### config.mk
export PLATFORM = sky130hd
export DESIGN_NAME = kdl_free_map
export DESIGN_NICKNAME = d
export VERILOG_FILES = /design/src/rtl/kdl_pkg.sv /design/src/rtl/kdl_free_map.sv
export SDC_FILE = /design/constraint.sdc
export NUM_CORES = 1
export LEC_CHECK = 0
export CAP_MARGIN = 20
export CORE_UTILIZATION = 67
export DETAILED_ROUTE_END_ITERATION = 6
export DONT_BUFFER_PORTS = 1
export PLACE_DENSITY = 0.83
export SLEW_MARGIN = 5
export SYNTH_ARGS = -nofsm -noshare
export SYNTH_HDL_FRONTEND = slang
export SYNTH_SLANG_ARGS = --single-unit
### constraint.sdc
create_clock -name clk -period 4.78 [get_ports clk]
set_input_delay 0.239 -clock clk [delete_from_list [all_inputs] [get_ports clk]]
set_output_delay 0.239 -clock clk [all_outputs]
set_load 0.01 [all_outputs]
### src/rtl/kdl_pkg.sv
// Shared types and constants of the keyed deque list engine.
// Depends on nothing; used by kdl_free_map and keyed_deque_list_engine.
`default_nettype none

package kdl_pkg;

  localparam int POOL_DEPTH  = 64;
  localparam int KEY_WIDTH   = 32;
  localparam int VALUE_WIDTH = 32;

  // slot address and link index (one extra code for the null link)
  localparam int ADDR_W = (POOL_DEPTH > 1) ? $clog2(POOL_DEPTH) : 1;
  localparam int IDX_W  = $clog2(POOL_DEPTH + 1);
  localparam logic [IDX_W-1:0] NIL_IDX = IDX_W'(POOL_DEPTH);

  localparam int ENTRY_W = KEY_WIDTH + VALUE_WIDTH + 2 * IDX_W;

  typedef enum logic [3:0] {
    MODE_INS_HEAD   = 4'd0,
    MODE_INS_TAIL   = 4'd1,
    MODE_FIND_FIRST = 4'd2,
    MODE_FIND_LAST  = 4'd3,
    MODE_POP_HEAD   = 4'd4,
    MODE_POP_TAIL   = 4'd5,
    MODE_RM_FIRST   = 4'd6,
    MODE_RM_LAST    = 4'd7,
    MODE_RM_ALL     = 4'd8,
    MODE_CLEAR      = 4'd9
  } mode_t;

  typedef enum logic [1:0] {
    STAT_OK        = 2'd0,
    STAT_NOT_FOUND = 2'd1,
    STAT_FULL      = 2'd2
  } status_t;

  typedef enum logic [2:0] {
    ST_IDLE,
    ST_INS,
    ST_INS_LINK,
    ST_READ,
    ST_CHECK,
    ST_UNL_NEXT,
    ST_UNL_PREV,
    ST_DONE
  } state_t;

  // one pool slot as held in the node memory
  typedef struct packed {
    logic [KEY_WIDTH-1:0]   key;
    logic [VALUE_WIDTH-1:0] value;
    logic [IDX_W-1:0]       next;
    logic [IDX_W-1:0]       prev;
  } entry_t;

  // free map controls from the sequencer
  typedef struct packed {
    logic              alloc;
    logic [ADDR_W-1:0] alloc_idx;
    logic              release_one;
    logic [ADDR_W-1:0] release_idx;
    logic              release_all;
  } free_ctl_t;

endpackage

`default_nettype wire

### src/rtl/kdl_free_map.sv
// Free slot map of the node pool with lowest-free-slot encoder.
// Depends on kdl_pkg.
`default_nettype none

module kdl_free_map (
  input  wire logic                     clk,
  input  wire logic                     rst_n,
  input  wire kdl_pkg::free_ctl_t       ctl,
  output logic                          has_free,
  output logic [kdl_pkg::ADDR_W-1:0]    free_idx
);

  logic [kdl_pkg::POOL_DEPTH-1:0] map_r, map_nxt;

  // lowest free slot
  always_comb begin
    has_free = 1'b0;
    free_idx = '0;
    for (int i = kdl_pkg::POOL_DEPTH - 1; i >= 0; i--) begin
      if (map_r[i]) begin
        has_free = 1'b1;
        free_idx = kdl_pkg::ADDR_W'(i);
      end
    end
  end

  // map update
  always_comb begin
    map_nxt = map_r;
    if (ctl.release_all) begin
      map_nxt = '1;
    end else begin
      if (ctl.alloc) map_nxt[ctl.alloc_idx] = 1'b0;
      if (ctl.release_one) map_nxt[ctl.release_idx] = 1'b1;
    end
  end

  always_ff @(posedge clk) begin
    if (!rst_n) map_r <= '1;
    else map_r <= map_nxt;
  end

endmodule

`default_nettype wire

==> run_results.csv <==
group,metric,value,unit
sta,tightest_slew,0.649,ns
drt,wl,10400,µm
place,place_area,3340,µm²
final_layout,final_cell_mix,"o211ai_1, dfxtp_1, o21ai_0",
place,io_buffers,0,
final_layout,reg_top3,"map_r x64",
global_routing,grt_pass1_vias,3011,
synthesis,seq_area_frac_synth,38.7,%
power,p_per_area,311,nW/µm²
clock_tree,cts.sinks,64,
power,p_sw_share,24.4,%
global_routing,grt_max_degree,65,
power,pwr-share-clk,47.2,%
run,cap_violations,0,
final_layout,multiInputGateArea,1930,µm²
final_layout,nFillCells,369,
worst_setup_path,critPathMaxFanout,5,
global_routing,grtUsageMet2,62.1,%
global_routing,grt-busiest-layer,"met2",
synthesis,syn_area,3310,µm²
drt,drcViolationCount,0,
global_routing,grt_usage,41.8,%
clock_tree,post_cts_resized,0,
sta,rsz0062_at_grt,"false",
synthesis,ys_seq_elements,64,
global_routing,grt_overflow,0,
power,switchingPower,0.000270,W
drt,post_drt_via_cell_ratio,7.26,
worst_setup_path,arrival,2.18,ns
final_layout,fin_area,3560,µm²
floorplanning,rows,25,
worst_setup_path,start_kind,"flop",
floorplanning,die_w,72.3,µm
floorplanning,io_pins,24,
sta,slew_headroom,56.3,%
sta,fin_hold_ws,0.0452,ns
final_layout,diodes,0,
drt,wire_per_inst,22.0,µm
synthesis,ys_types,46,
worst_setup_path,rr_worst_depth,2,
power,intPower,0.000837,W
drt,ant_nets,0,
synthesis,synth_warnings,0,
floorplanning,start_util,70.1,%
sta,max_freq,413,MHz
min_path,hp-class,"primary input to flop",
clock_tree,cts-root-buf,"clkbuf_8",
global_routing,met3_usage,10.7,%
sta,setup_viol,0,
worst_setup_path,worstSetupPathType,"flop to primary output",
synthesis,avgSynthCellArea,8.17,µm²
global_routing,antenna_found_initial,0,
status,status,"finished, final reports clean",
floorplanning,core_area,4720,µm²
synthesis,ys_top_cells_by_area,"dfxtp_1, o211ai_1, o21ai_0",
floorplanning,die_area,5230,µm²
clock_tree,path_clk_slew,0.07,ns
sta,hold_viol,0,
clock_tree,hold_buffers,0,
power,ir_worst_vdd,0.232,mV
final_layout,drive_gt1_share,6.70,%
clock_tree,clk_path_buf_depth,2,
final_layout,area_growth,7.48,%
global_routing,grt_pass1_wl,15900,µm
sta,maxSlewViolCount,0,
clock_tree,cts_buffers,9,
place,dpl.hpwl,6660,µm
power,p_leak,1.08,nW
synthesis,synth_top_area_share,38.7,%
clock_tree,clock_latency,0.36,ns
synthesis,synth_top_area_cell,"dfxtp_1",
global_routing,use_met1,56.2,%
drt,vias,3412,
place,finalWeightedCongestion,0.898,
min_path,hold_depth,2,
worst_setup_path,cp-end-kind,"primary output",
final_layout,largest_reg_flops,64,
sta,tns,0,ns
clock_tree,cts_tree,"yes",
clock_tree,cts_setup_buffers,0,
worst_setup_path,worst_ep_required_time,4.54,ns
final_layout,fin_nets,415,
final_layout,final_common_cell,"o211ai_1",
synthesis,synth_nets,422,
synthesis,netlist_instances,405,
final_layout,seqCellArea,1280,µm²
sta,skew,0,ns
drt,drtIter0Drc,372,
sta,period_needed,2.42,ns
power,comb_power_share,4.4,%
drt,firstDrtPassIters,6,
floorplanning,die_y,72.3,µm
sta,period_share,50.7,%
clock_tree,htreeDepth,3,
final_layout,regMostFlops,"map_r",
power,p_seq_share,48.4,%
-- cells by family after synthesis --
kind of cell           Yosys count  share of synthesized area [%]
buffers and inverters           29                           3.29
and+or+nand+nor                137                           24.0
DFF                             64                           38.7
AOI/OAI and AO/OA              175                           34.1
-- cell type report --
type | count | area share, %
Sequential cell | 64 | 36.0
Multi-Input combinational cell | 312 | 54.2
Clock inverter | 7 | 2.71
Clock buffer | 9 | 3.48
Tap cell | 67 | 2.36
Inverter | 10 | 1.05
Timing Repair Buffer | 1 | 0.211
-- power by group through the flow --
stage	Clock [W]	Combinational [W]	Sequential [W]
6_report	0.000523	0.0000483	0.000536
3_5_place_dp	0	0.0000459	0.000548
2_1_floorplan	0	0.0000369	0.000548
5_1_grt	0.000543	0.0000504	0.000536
4_1_cts	0.000519	0.0000461	0.000536
3_3_place_gp	0	0.0000455	0.000548
-- routing by layer --
| metal | up-vias | share of wire, % |
|---|---|---|
| met5 | - | 0 |
| met4 | 0 | 4.1 |
| met3 | 37 | 9.1 |
| met2 | 197 | 46 |
| met1 | 1612 | 41 |
| li1 | 1566 | - |
-- synth_stat cells, drive strengths merged --
library cell / number
nand2: 18
a211oi: 2
o21bai: 3
clkbuf: 17
a21boi: 3
or3b: 4
o311ai: 2
a221oi: 1
a31oi: 2
nor3: 15
o211ai: 68
nand3: 17
or3: 5
o311a: 1
o31a: 1
o21a: 2
and2: 1
o221ai: 1
dfxtp: 64
inv: 10
nor2: 24
nand2b: 6
nor2b: 12
nand4: 2
or2: 1
nor4: 18
buf: 2
o41ai: 1
o211a: 1
a2111oi: 1
or4: 5
a21oi: 11
and3: 1
o31ai: 5
o21ai: 69
o2111ai: 1
nand3b: 7
nor4b: 1
-- through the flow --
step	cells	setup slack [ns]	total power (W)	utilization (%)
CTS	470	2.36	0.00110	75.3
floorplan	405	2.98	0.000585	-
global route	470	2.30	0.00113	75.3
finish	470	2.36	0.00111	75.3
detailed placement	454	2.76	0.000594	70.7
global placement	454	2.78	0.000594	70.7
-- path summary, 6_finish.rpt --
kind | end | slack [ns] | from
worst min-delay path | map_r[47]$_SDFF_PP1_ | 0.05 | ctl[12]
worst min register to register | map_r[11]$_SDFF_PP1_ | 0.55 | map_r[11]$_SDFF_PP1_
worst max register to register | map_r[59]$_SDFF_PP1_ | 4.00 | map_r[59]$_SDFF_PP1_
worst max-delay path | free_idx[5] | 2.36 | map_r[15]$_SDFF_PP1_
-- critical path, cell delays in order, from the launching register on --
cell and delay (ns):
dfxtp_1 0.35, or4_4 0.56, nor2b_2 0.14, nand3_1 0.14
nor4_1 0.65
Note: power is estimated with default switching activity, not from simulation.
