### config.mk
export PLATFORM = sky130hd
export DESIGN_NAME = kdl_ram
export DESIGN_NICKNAME = d
export VERILOG_FILES = /design/src/rtl/kdl_ram.sv
export SDC_FILE = /design/constraint.sdc
export NUM_CORES = 1
export LEC_CHECK = 0
export BUFFER_PORTS_ARGS = -buffer_cell sky130_fd_sc_hd__buf_2
export CAP_MARGIN = 30
export CORE_ASPECT_RATIO = 0.75
export CORE_MARGIN = 8
export CORE_UTILIZATION = 23
export DETAILED_ROUTE_END_ITERATION = 7
export GPL_ROUTABILITY_DRIVEN = 0
export HOLD_SLACK_MARGIN = 0.1
export PLACE_DENSITY = 0.39
export SLEW_MARGIN = 20
export SYNTH_ARGS = -nofsm -noshare
export SYNTH_HDL_FRONTEND = slang
export SYNTH_SLANG_ARGS = --single-unit
### constraint.sdc
create_clock -name clk -period 5.4 [get_ports clk]
set_clock_uncertainty 0.1 [all_clocks]
set_input_delay 1.08 -clock clk [delete_from_list [all_inputs] [get_ports clk]]
set_output_delay 1.08 -clock clk [all_outputs]
set_load 0.02 [all_outputs]
### src/rtl/kdl_ram.sv
// Generic single-port-write, single-port-read RAM with bit write mask.
// Read data is registered. No package dependency.
`default_nettype none

module kdl_ram #(
  parameter int DEPTH  = 64,
  parameter int WIDTH  = 8,
  parameter int ADDR_W = 6
) (
  input  wire logic              clk,
  input  wire logic              we,
  input  wire logic [ADDR_W-1:0] waddr,
  input  wire logic [WIDTH-1:0]  wdata,
  input  wire logic [WIDTH-1:0]  wmask,
  input  wire logic [ADDR_W-1:0] raddr,
  output logic      [WIDTH-1:0]  rdata
);

  logic [WIDTH-1:0] mem [DEPTH];

  // masked write
  always_ff @(posedge clk) begin
    if (we) begin
      for (int i = 0; i < WIDTH; i++) begin
        if (wmask[i]) mem[waddr][i] <= wdata[i];
      end
    end
  end

  // registered read
  always_ff @(posedge clk) begin
    rdata <= mem[raddr];
  end

endmodule

`default_nettype wire

==> results of run 1 <==
state kept, by name (all words and copies together) (netlist names):
name,flops
rdata,8
mem,512
routing by layer:
metal  track usage [%]  vias up
met5                 0        -
met4              2.65        6
met3              3.16       85
met2              17.7      378
met1              20.1     6967
li1                  -     5634
through the flow:
stage / instances / worst slack [ns] / power [uW] / hold slack (ns) / instance area (sq um)
floorplan: 1500 / 2.57 / 4840 / 0.650 / 22300
global placement: 2718 / 1.56 / 5120 / 0.773 / 23900
detailed placement: 2718 / 1.60 / 5130 / 0.791 / 23900
CTS: 2817 / 2.26 / 9010 / 0.765 / 25700
global route: 2818 / 2.16 / 9200 / 0.782 / 25700
finish: 2820 / 2.29 / 8890 / 0.767 / 25700
cell usage in the layout (no fill, tap or decap), drive strengths merged, types with 13 or more instances in the layout:
master	n
edfxtp	512
clkbuf	67
buf	72
nor2b	13
o21ai	13
clkinv	23
nand2	89
mux2i	13
mux4	128
nor2	519
path summary, 6_finish.rpt:
check | startpoint | endpoint | slack (ns)
worst max-delay path | raddr[0] | rdata[1]$_DFF_P_ | 2.29
worst min-delay path | mem[22][6]$_DFFE_PP_ | rdata[6]$_DFF_P_ | 0.77
worst max register to register | mem[1][5]$_DFFE_PP_ | rdata[5]$_DFF_P_ | 3.06
worst min register to register | mem[22][6]$_DFFE_PP_ | rdata[6]$_DFF_P_ | 0.77
tightest hold or removal path, cell delays in order, from the launching register on:
cell,delay [ns]
edfxtp_1,0.32
mux4_2,0.22
o22ai_1,0.09
nand2b_1,0.10
a32o_1,0.13
power by group through the flow:
stage / registers [uW] / logic (uW) / clock network [uW]
2_1_floorplan: 4550 / 287 / 0
3_3_place_gp: 4560 / 565 / 0
3_5_place_dp: 4560 / 569 / 0
4_1_cts: 4470 / 570 / 3970
5_1_grt: 4470 / 599 / 4130
6_report: 4470 / 560 / 3860
area by class of cell:
cell class	instances	area, sq um
Tap cell	1250	1560
Clock inverter	34	347
Multi-Input combinational cell	875	6240
Fill cell	9818	70000
Sequential cell	520	15500
Antenna cell	2	5.00
Timing Repair Buffer	74	528
Clock buffer	65	1440
cell families (layout without fill, tap and decap cells):
kind of cell	Yosys count	count (layout)
other cells	0	2
simple gates	662	662
buf+inv	105	173
compound gates	70	70
flops	520	520
mux	143	143
==> impl_metrics.tcl, run 1 <==
set metrics [dict create \
    grt-ovfl-total 0 \
    synthMuxAreaShare_pct 13.8 \
    final.min_clock_period_ns 3.11 \
    placementRows 98 \
    holdCritPathClass "flop to flop" \
    path_cells "clkbuf_8 > buf_12 > mux4_2 > nor2b_1 > a2111oi_2 > nor3_1 > a22o_1" \
    ant_nets 0 \
    die-height_um 285 \
    htreeDepth 2 \
    die_area_sq_um 107000 \
    max_slew_margin_pct 31.2 \
    yosys.area_share.adder_pct 0 \
    slowest_stage "a2111oi_2" \
    wl_met3_um 4710 \
    yosysMostFrequentCell "nor2_1" \
    initial_core_util_pct 23.3 \
    nets 1554 \
    netlist_top_cells_area "edfxtp_1 69%, mux4_2 12%, nor2_1 8.8%" \
    ys_ff_latch 520 \
    setup_viol 0 \
    post_cts_buffers 0 \
    start_kind "input port" \
    area_delta_synth_final_pct 15.3 \
    cts_tree "built" \
    port_buffers 37 \
    rsz0062_at_grt "no" \
    netlist_top_cells_count "519 x nor2_1, 512 x edfxtp_1, 121 x mux4_2, 89 x nand2_1, 68 x clkbuf_1" \
    drt_iter0_markers 1242 \
    pwr_density_cell_nw_per_um2 347 \
    p_switching_uw 2050 \
    final_max_slew_viol_count 0 \
    hold_buffers 0 \
    crit_fanout 34 \
    synth_top_cell_area_share_pct 69.1 \
    syn_inst 1500 \
    internal_power_uw 6840 \
    irDropWorstVdd_uv 233 \
    cp.required_ns 5.80 \
    clk_latency_ns 0.63 \
    maxUsedRoutingLayer "met5" \
    critical_path.endpoint_type "flop" \
    root_buffer "clkbuf_16" \
    synthArstFlopShare_pct 0 \
    num_io_pins 38 \
    seqPwrFrac_pct 50.3 \
    synth_cell_types 40 \
    die_x_um 375 \
    cts-buffers-inserted 53 \
    syn_area_per_cell_sq_um 14.8 \
    syn_area_sq_um 22300 \
    drt-met1-wl_um 35900 \
    power_leakage_uw 0.00779 \
    status "completed" \
    grt_pass1_vias 13300 \
    cp.depth 7 \
    clk_pin_slew_ns 0.07 \
    synth_edf_count 512 \
    clkPwrFrac_pct 43.4 \
    wl_um 69900 \
    grt_pass1_wl_um 100000 \
    hold_depth 4 \
    cts_sinks 520 \
    post_drt_wl_per_cell_um 24.8 \
    cpPeakStageDelay_ns 0.66 \
    pwr-share-comb_pct 6.3 \
    synth_xor_xnor_area_share_pct 0 \
    cp_top_family "compound AO/OA/AOI/OAI gates" \
    drive_gt1_share_pct 18.6 \
    cp.arrival_ns 3.52 \
    tightestPinTransition_ns 1.02 \
    setup_tns_ns 0 \
    cts_buffer_depth 3 \
    yosysWarnings 0 \
    yosys.area.top_type "edfxtp_1" \
    drcViolationCount 0 \
    synth_nets 1530 \
    grt_max_degree 65 \
    min_period_over_period_pct 57.7 \
    firstDrtPassIters 8 \
    synth-main-ff-cell "edfxtp_1" \
    grt_usage_pct 12.8 \
    synth_simple_gate_area_share_pct 11.7 \
    clock.fmax_mhz 321 \
    utilization_pct 26.8 \
    dpl.hpwl_um 43700 \
    synth_compound_area_share_pct 2.40 \
    worst-path-buf-inv 2 \
    cts.repair.resized 0 \
    dr_wl_met2_um 28100 \
    vias 13070 \
    coreArea_sq_um 95600 \
    via_per_inst 4.63 \
    critPathKind "input port to flop" \
    synth_top_family_by_area "multiplexers" \
    synth-seq-area-share_pct 69.8 \
    hold_violations 0 \
    switching_share_pct 23.1 \
    antenna_found_initial 4 \
    cap_viol_max_count 0 \
    r2r.worst_path.cells 5 \
]
(Power assumes the default switching activity.)
==> run 2, diff against run 1 <==
ABC_AREA = 1   (was unset)
PLACE_DENSITY = 0.41   (was 0.39)
clock period = 2.8 ns   (was 5.4 ns; I/O delays follow)
==> run 2 against run 1 <==
Against the previous run: clock power is 85% higher; worst setup slack lost 1.5 ns; first-iteration DRC count increased by 29%; flip-flop and latch count did not move; final area increased by 6.4%; critical path depth increased by 5; wire length up 14%; non-clock buffer count grew 59; clock-buffer cell count increased by 12; worst hold slack lost 0.53 ns; sequential share of layout area is 3.6 points lower; critical endpoint is now rdata[5]$_DFF_P_.
==> impl_metrics.tcl, run 2 <==
set metrics [dict create \
    die_area_sq_um 111000 \
    die_x_um 383 \
    ff_latch_area_sq_um 15500 \
    hold_buffers 0 \
    synth_cell_types 14 \
    worst-path-buf-inv 4 \
    cp.required_ns 3.25 \
    syn_inst 2370 \
    cpPeakStageDelay_ns 0.39 \
    antenna_found_initial 6 \
    holdCritPathClass "input port to flop" \
    yosys.area.top_type "edfxtp_1" \
    cts_sinks 520 \
    via_per_inst 4.61 \
    top_regs "mem (512), rdata (8)" \
    slowest_stage "nand3_1" \
    ant_nets 0 \
    clk_pin_slew_ns 0.07 \
    htreeDepth 2 \
    power_leakage_uw 0.00952 \
    cp_top_family "simple AND/OR/NAND/NOR gates" \
    cts_tree "built" \
    die-height_um 291 \
    cts-buffers-inserted 53 \
    post_cts_buffers 0 \
    crit_fanout 28 \
    max_slew_margin_pct 52.0 \
    grt_pass1_wl_um 116000 \
    firstDrtPassIters 5 \
    multi_input_area_sq_um 6970 \
    mostFrequentLayoutCells "712 x nand2_1, 512 x nor2_1, 512 x edfxtp_1" \
    area_delta_synth_final_pct 17.7 \
    yosysWarnings 0 \
    num_io_pins 38 \
    ys_ff_latch 520 \
    grt_pass1_vias 17136 \
    clock.fmax_mhz 502 \
    cts_buffer_depth 3 \
    drcViolationCount 0 \
    nets 2430 \
    port_buffers 37 \
    grt_usage_pct 13.8 \
    synth_nets 2400 \
    tightestPinTransition_ns 0.721 \
    wl_um 79400 \
    critPathKind "input port to flop" \
    largest_reg_flops 512 \
    fillers 10795 \
    coreArea_sq_um 101000 \
    post_drt_wl_per_cell_um 21.0 \
    dpl.hpwl_um 48100 \
    grt_max_degree 65 \
    syn_area_per_cell_sq_um 9.79 \
    netlist_top_cells_count "720 x nand2_1, 512 x edfxtp_1, 512 x nor2_1, 432 x nand3_1, 68 x clkbuf_1" \
    hold-worst-slack_ns 0.233 \
    synthArstFlopShare_pct 0 \
    drive_gt1_share_pct 9.50 \
    synth-main-ff-cell "edfxtp_1" \
    rsz0062_at_grt "no" \
    synth_top_cell_area_share_pct 66.3 \
    min_period_over_period_pct 71.1 \
    drt_iter0_markers 1607 \
    syn_area_sq_um 23200 \
    final_common_cell "nand2_1" \
    yosysMostFrequentCell "nand2_1" \
    initial_core_util_pct 23.1 \
    final_max_slew_viol_count 0 \
    grt-ovfl-total 0 \
    top_register "mem" \
    status "completed" \
    cp.arrival_ns 2.44 \
    path_cells "clkbuf_8 > inv_8 > buf_12 > buf_12 > nand2_1 > nand3_1 > nand3_1 > nand2_1 > nand2_1 > nand3_1 > nand3_1 > nand2_1" \
    critical_path.endpoint_type "flop" \
    hold_violations 0 \
    start_kind "input port" \
    synth_edf_count 512 \
    placementRows 101 \
    irDropWorstVdd_uv 405 \
    root_buffer "clkbuf_16" \
    pwr_density_cell_nw_per_um2 630 \
    setup_tns_ns 0 \
    cap_viol_max_count 0 \
    synth-seq-area-share_pct 67.0 \
    final.min_clock_period_ns 1.99 \
    setup_viol 0 \
    vias 17442 \
    netlist_top_cells_area "edfxtp_1 66%, nand2_1 12%, nand3_1 9.3%" \
    clk_latency_ns 0.62 \
    cts.repair.resized 0 \
]
## run 2: cell types whose count changed after synthesis, sizes merged, moves of 12 or more
| cell | delta |
|---|---|
| nand3 | +421 |
| o21ai | -13 |
| inv | +12 |
| mux4 | -128 |
| buf | +53 |
| nor2b | -13 |
| nand2 | +631 |
| o22ai | -12 |
| mux2i | -13 |
## run 2: path summary, 6_finish.rpt
path	from	end	slack, ns	cells past startpoint
worst max-delay path	raddr[0]	rdata[5]$_DFF_P_	0.81	12
worst max register to register	mem[26][7]$_DFFE_PP_	rdata[7]$_DFF_P_	1.03	8
worst min-delay path	raddr[5]	rdata[2]$_DFF_P_	0.23	3
worst min register to register	mem[40][4]$_DFFE_PP_	rdata[4]$_DFF_P_	0.71	8
## run 2: where the power goes
group / leakage [uW] / switching (uW) / internal (uW)
combinational: 0.00403 / 1070 / 367
sequential: 0.00467 / 23.6 / 8590
clock: 0.000821 / 3100 / 4050
## run 2: worst register-to-register path: stages, from the launching register on
cell	delay, ns
edfxtp_1	0.37
nand2_1	0.08
nand3_1	0.07
nand3_1	0.16
nand2_1	0.08
nand2_1	0.07
nand3_1	0.20
nand3_1	0.42
nand2_1	0.11
## run 2: metal layers
layer | vias to the layer above | routed length (um) | track usage (%) | part of all wire, %
li1 | 8041 | - | - | -
met1 | 8776 | 38900 | 20.8 | 49
met2 | 540 | 33300 | 20.1 | 42
met3 | 85 | 5930 | 2.78 | 7.5
met4 | 0 | 1280 | 2.88 | 1.6
met5 | - | 0 | 0 | 0
## run 2: logic make-up after synthesis
logic type | share of synthesized area [%]
flip-flops | 67.0
buffers and inverters | 3.11
AND/OR/NAND/NOR | 29.9
## run 2: cell type report
type                       instances  area share (%)
inverter                          12           0.202
multi-input combinational       1680            25.5
clock buffer                      77            5.60
clock inverter                    19           0.628
tap                             1339            6.14
timing repair buffer             133            4.96
sequential                       520            56.9
antenna                            3          0.0275
## run 2: metrics by stage
step	worst slack (ns)	total power (uW)	area, sq um	std cells	utilization, %
floorplan	0.941	9440	23200	2370	-
global placement	0.311	10200	25600	3684	25.4
detailed placement	0.297	10200	25600	3684	25.4
CTS	0.800	17400	27300	3780	27.1
global route	0.743	17700	27300	3781	27.1
finish	0.809	17200	27300	3783	27.1
==> run 3, diff against run 2 <==
PLACE_DENSITY = 0.39   (was 0.41)
clock period = 2 ns   (was 2.8 ns; I/O delays follow)
==> run 3 against run 2 <==
Against the previous run: worst hold slack worse by 0.025 ns; combinational power increased by 53%; sequential share of layout area down 1.8 points; cell count is 2.4% higher; critical endpoint is now rdata[2]; largest power group unchanged.
==> impl_metrics.tcl, run 3 (synthesis gave the netlist of run 2 again) <==
set metrics [dict create \
    status "completed" \
    grt_pass1_wl_um 122000 \
    final.min_clock_period_ns 1.92 \
    ant_nets 0 \
    dp_worst_setup_slack_ns -0.212 \
    start_kind "flop" \
    grt_max_degree 65 \
    worstSetupStartpoint "rdata[2]$_DFF_P_" \
    final_common_cell "nand2_1" \
    crit_fanout 1 \
    cts.repair.resized 0 \
    placementRows 101 \
    cts-buffers-inserted 54 \
    cap_viol_max_count 0 \
    die-height_um 291 \
    clk_latency_ns 0.63 \
    r2r_start "mem[27][4]$_DFFE_PP_" \
    dpl.hpwl_um 50200 \
    die_x_um 383 \
    power_leakage_uw 0.0100 \
    setup_viol 0 \
    utilization_pct 28.0 \
    cts_tree "built" \
    grt_usage_pct 14.5 \
    final_max_slew_viol_count 0 \
    largest_reg_flops 512 \
    clock.fmax_mhz 522 \
    drcViolationCount 0 \
    nets 2518 \
    coreArea_sq_um 101000 \
    path_cells "buf_2" \
    via_per_inst 4.60 \
    firstDrtPassIters 5 \
    htreeDepth 2 \
    cpPeakStageDelay_ns 0.54 \
    critPathKind "flop to primary output" \
    antenna_found_initial 4 \
    wl_um 83200 \
    area_delta_synth_final_pct 21.5 \
    clk_pin_slew_ns 0.06 \
    root_buffer "clkbuf_16" \
    tightestPinTransition_ns 0.643 \
    die_area_sq_um 111000 \
    slowest_stage "dfxtp_1" \
    fin_ws_ns 0.0843 \
    worst-path-buf-inv 1 \
    pwr_density_cell_nw_per_um2 876 \
    port_buffers 37 \
    post_drt_wl_per_cell_um 21.5 \
    drive_gt1_share_pct 12.7 \
    drt_iter0_markers 1597 \
    hold-worst-slack_ns 0.208 \
    mostFrequentLayoutCells "712 x nand2_1, 512 x nor2_1, 512 x edfxtp_1" \
    cts_sinks 520 \
    top_register "mem" \
    post_cts_buffers 0 \
    critical_path.endpoint_type "primary output" \
    hold_buffers 2 \
    grt-ovfl-total 0 \
    rsz0062_at_grt "no" \
    initial_core_util_pct 23.1 \
    vias 17807 \
    cp_top_family "flip-flops" \
    holdCritPathClass "input port to flop" \
    cp.required_ns 1.50 \
    top_regs "mem (512), rdata (8)" \
    irDropWorstVdd_uv 657 \
    max_slew_margin_pct 57.1 \
    cts_buffer_depth 3 \
    cp.arrival_ns 1.42 \
    num_io_pins 38 \
    min-delay-start "wdata[2]" \
    hold_violations 0 \
    min_period_over_period_pct 95.8 \
    grt_pass1_vias 18000 \
]
[run 3: worst paths after layout]
kind | end | slack, ns | depth (start not counted)
worst min-delay path | mem[16][2]$_DFFE_PP_ | 0.21 | 2
worst min register to register | rdata[2]$_DFF_P_ | 0.74 | 8
worst max register to register | rdata[4]$_DFF_P_ | 0.33 | 8
worst max-delay path | rdata[2] | 0.08 | 1
[run 3: layer usage]
layer | vias to the layer above | global-route usage [%] | part of all wire [%]
li1 | 8233 | - | -
met1 | 8982 | 21.8 | 49
met2 | 502 | 20.9 | 41
met3 | 88 | 3.57 | 7.5
met4 | 2 | 3.23 | 1.9
met5 | - | 0 | 0.014
[run 3: cell type report]
class / count / area (sq um)
Sequential cell: 520 / 15500
Timing Repair Buffer: 220 / 2180
Antenna cell: 4 / 10.0
Clock inverter: 39 / 359
Fill cell: 10742 / 72400
Clock buffer: 61 / 1410
Tap cell: 1339 / 1680
Multi-Input combinational cell: 1680 / 6970
Inverter: 12 / 55.1
[run 3: worst reg2reg max path, delay by kind of cell (launching register included)]
family	cells	cell delay, ns
flip-flops	1	0.37
AND/OR/NAND/NOR	8	1.12
[run 3: power breakdown]
group          total, uW  switching [uW]  internal [uW]
clock              10400            4490           5930
combinational       2200            1570            634
sequential         12100            43.1          12000
[run 3: stage by stage]
stage | total power [uW] | TNS, ns | area [sq um] | instances
4_1_cts | 25000 | 0 | 28200 | 3871
6_report | 24700 | 0 | 28200 | 3875
5_1_grt | 25500 | 0 | 28200 | 3871
2_1_floorplan | 13200 | 0 | 23200 | 2370
3_3_place_gp | 14500 | -2.86 | 26400 | 3769
3_5_place_dp | 14500 | -5.39 | 26400 | 3769
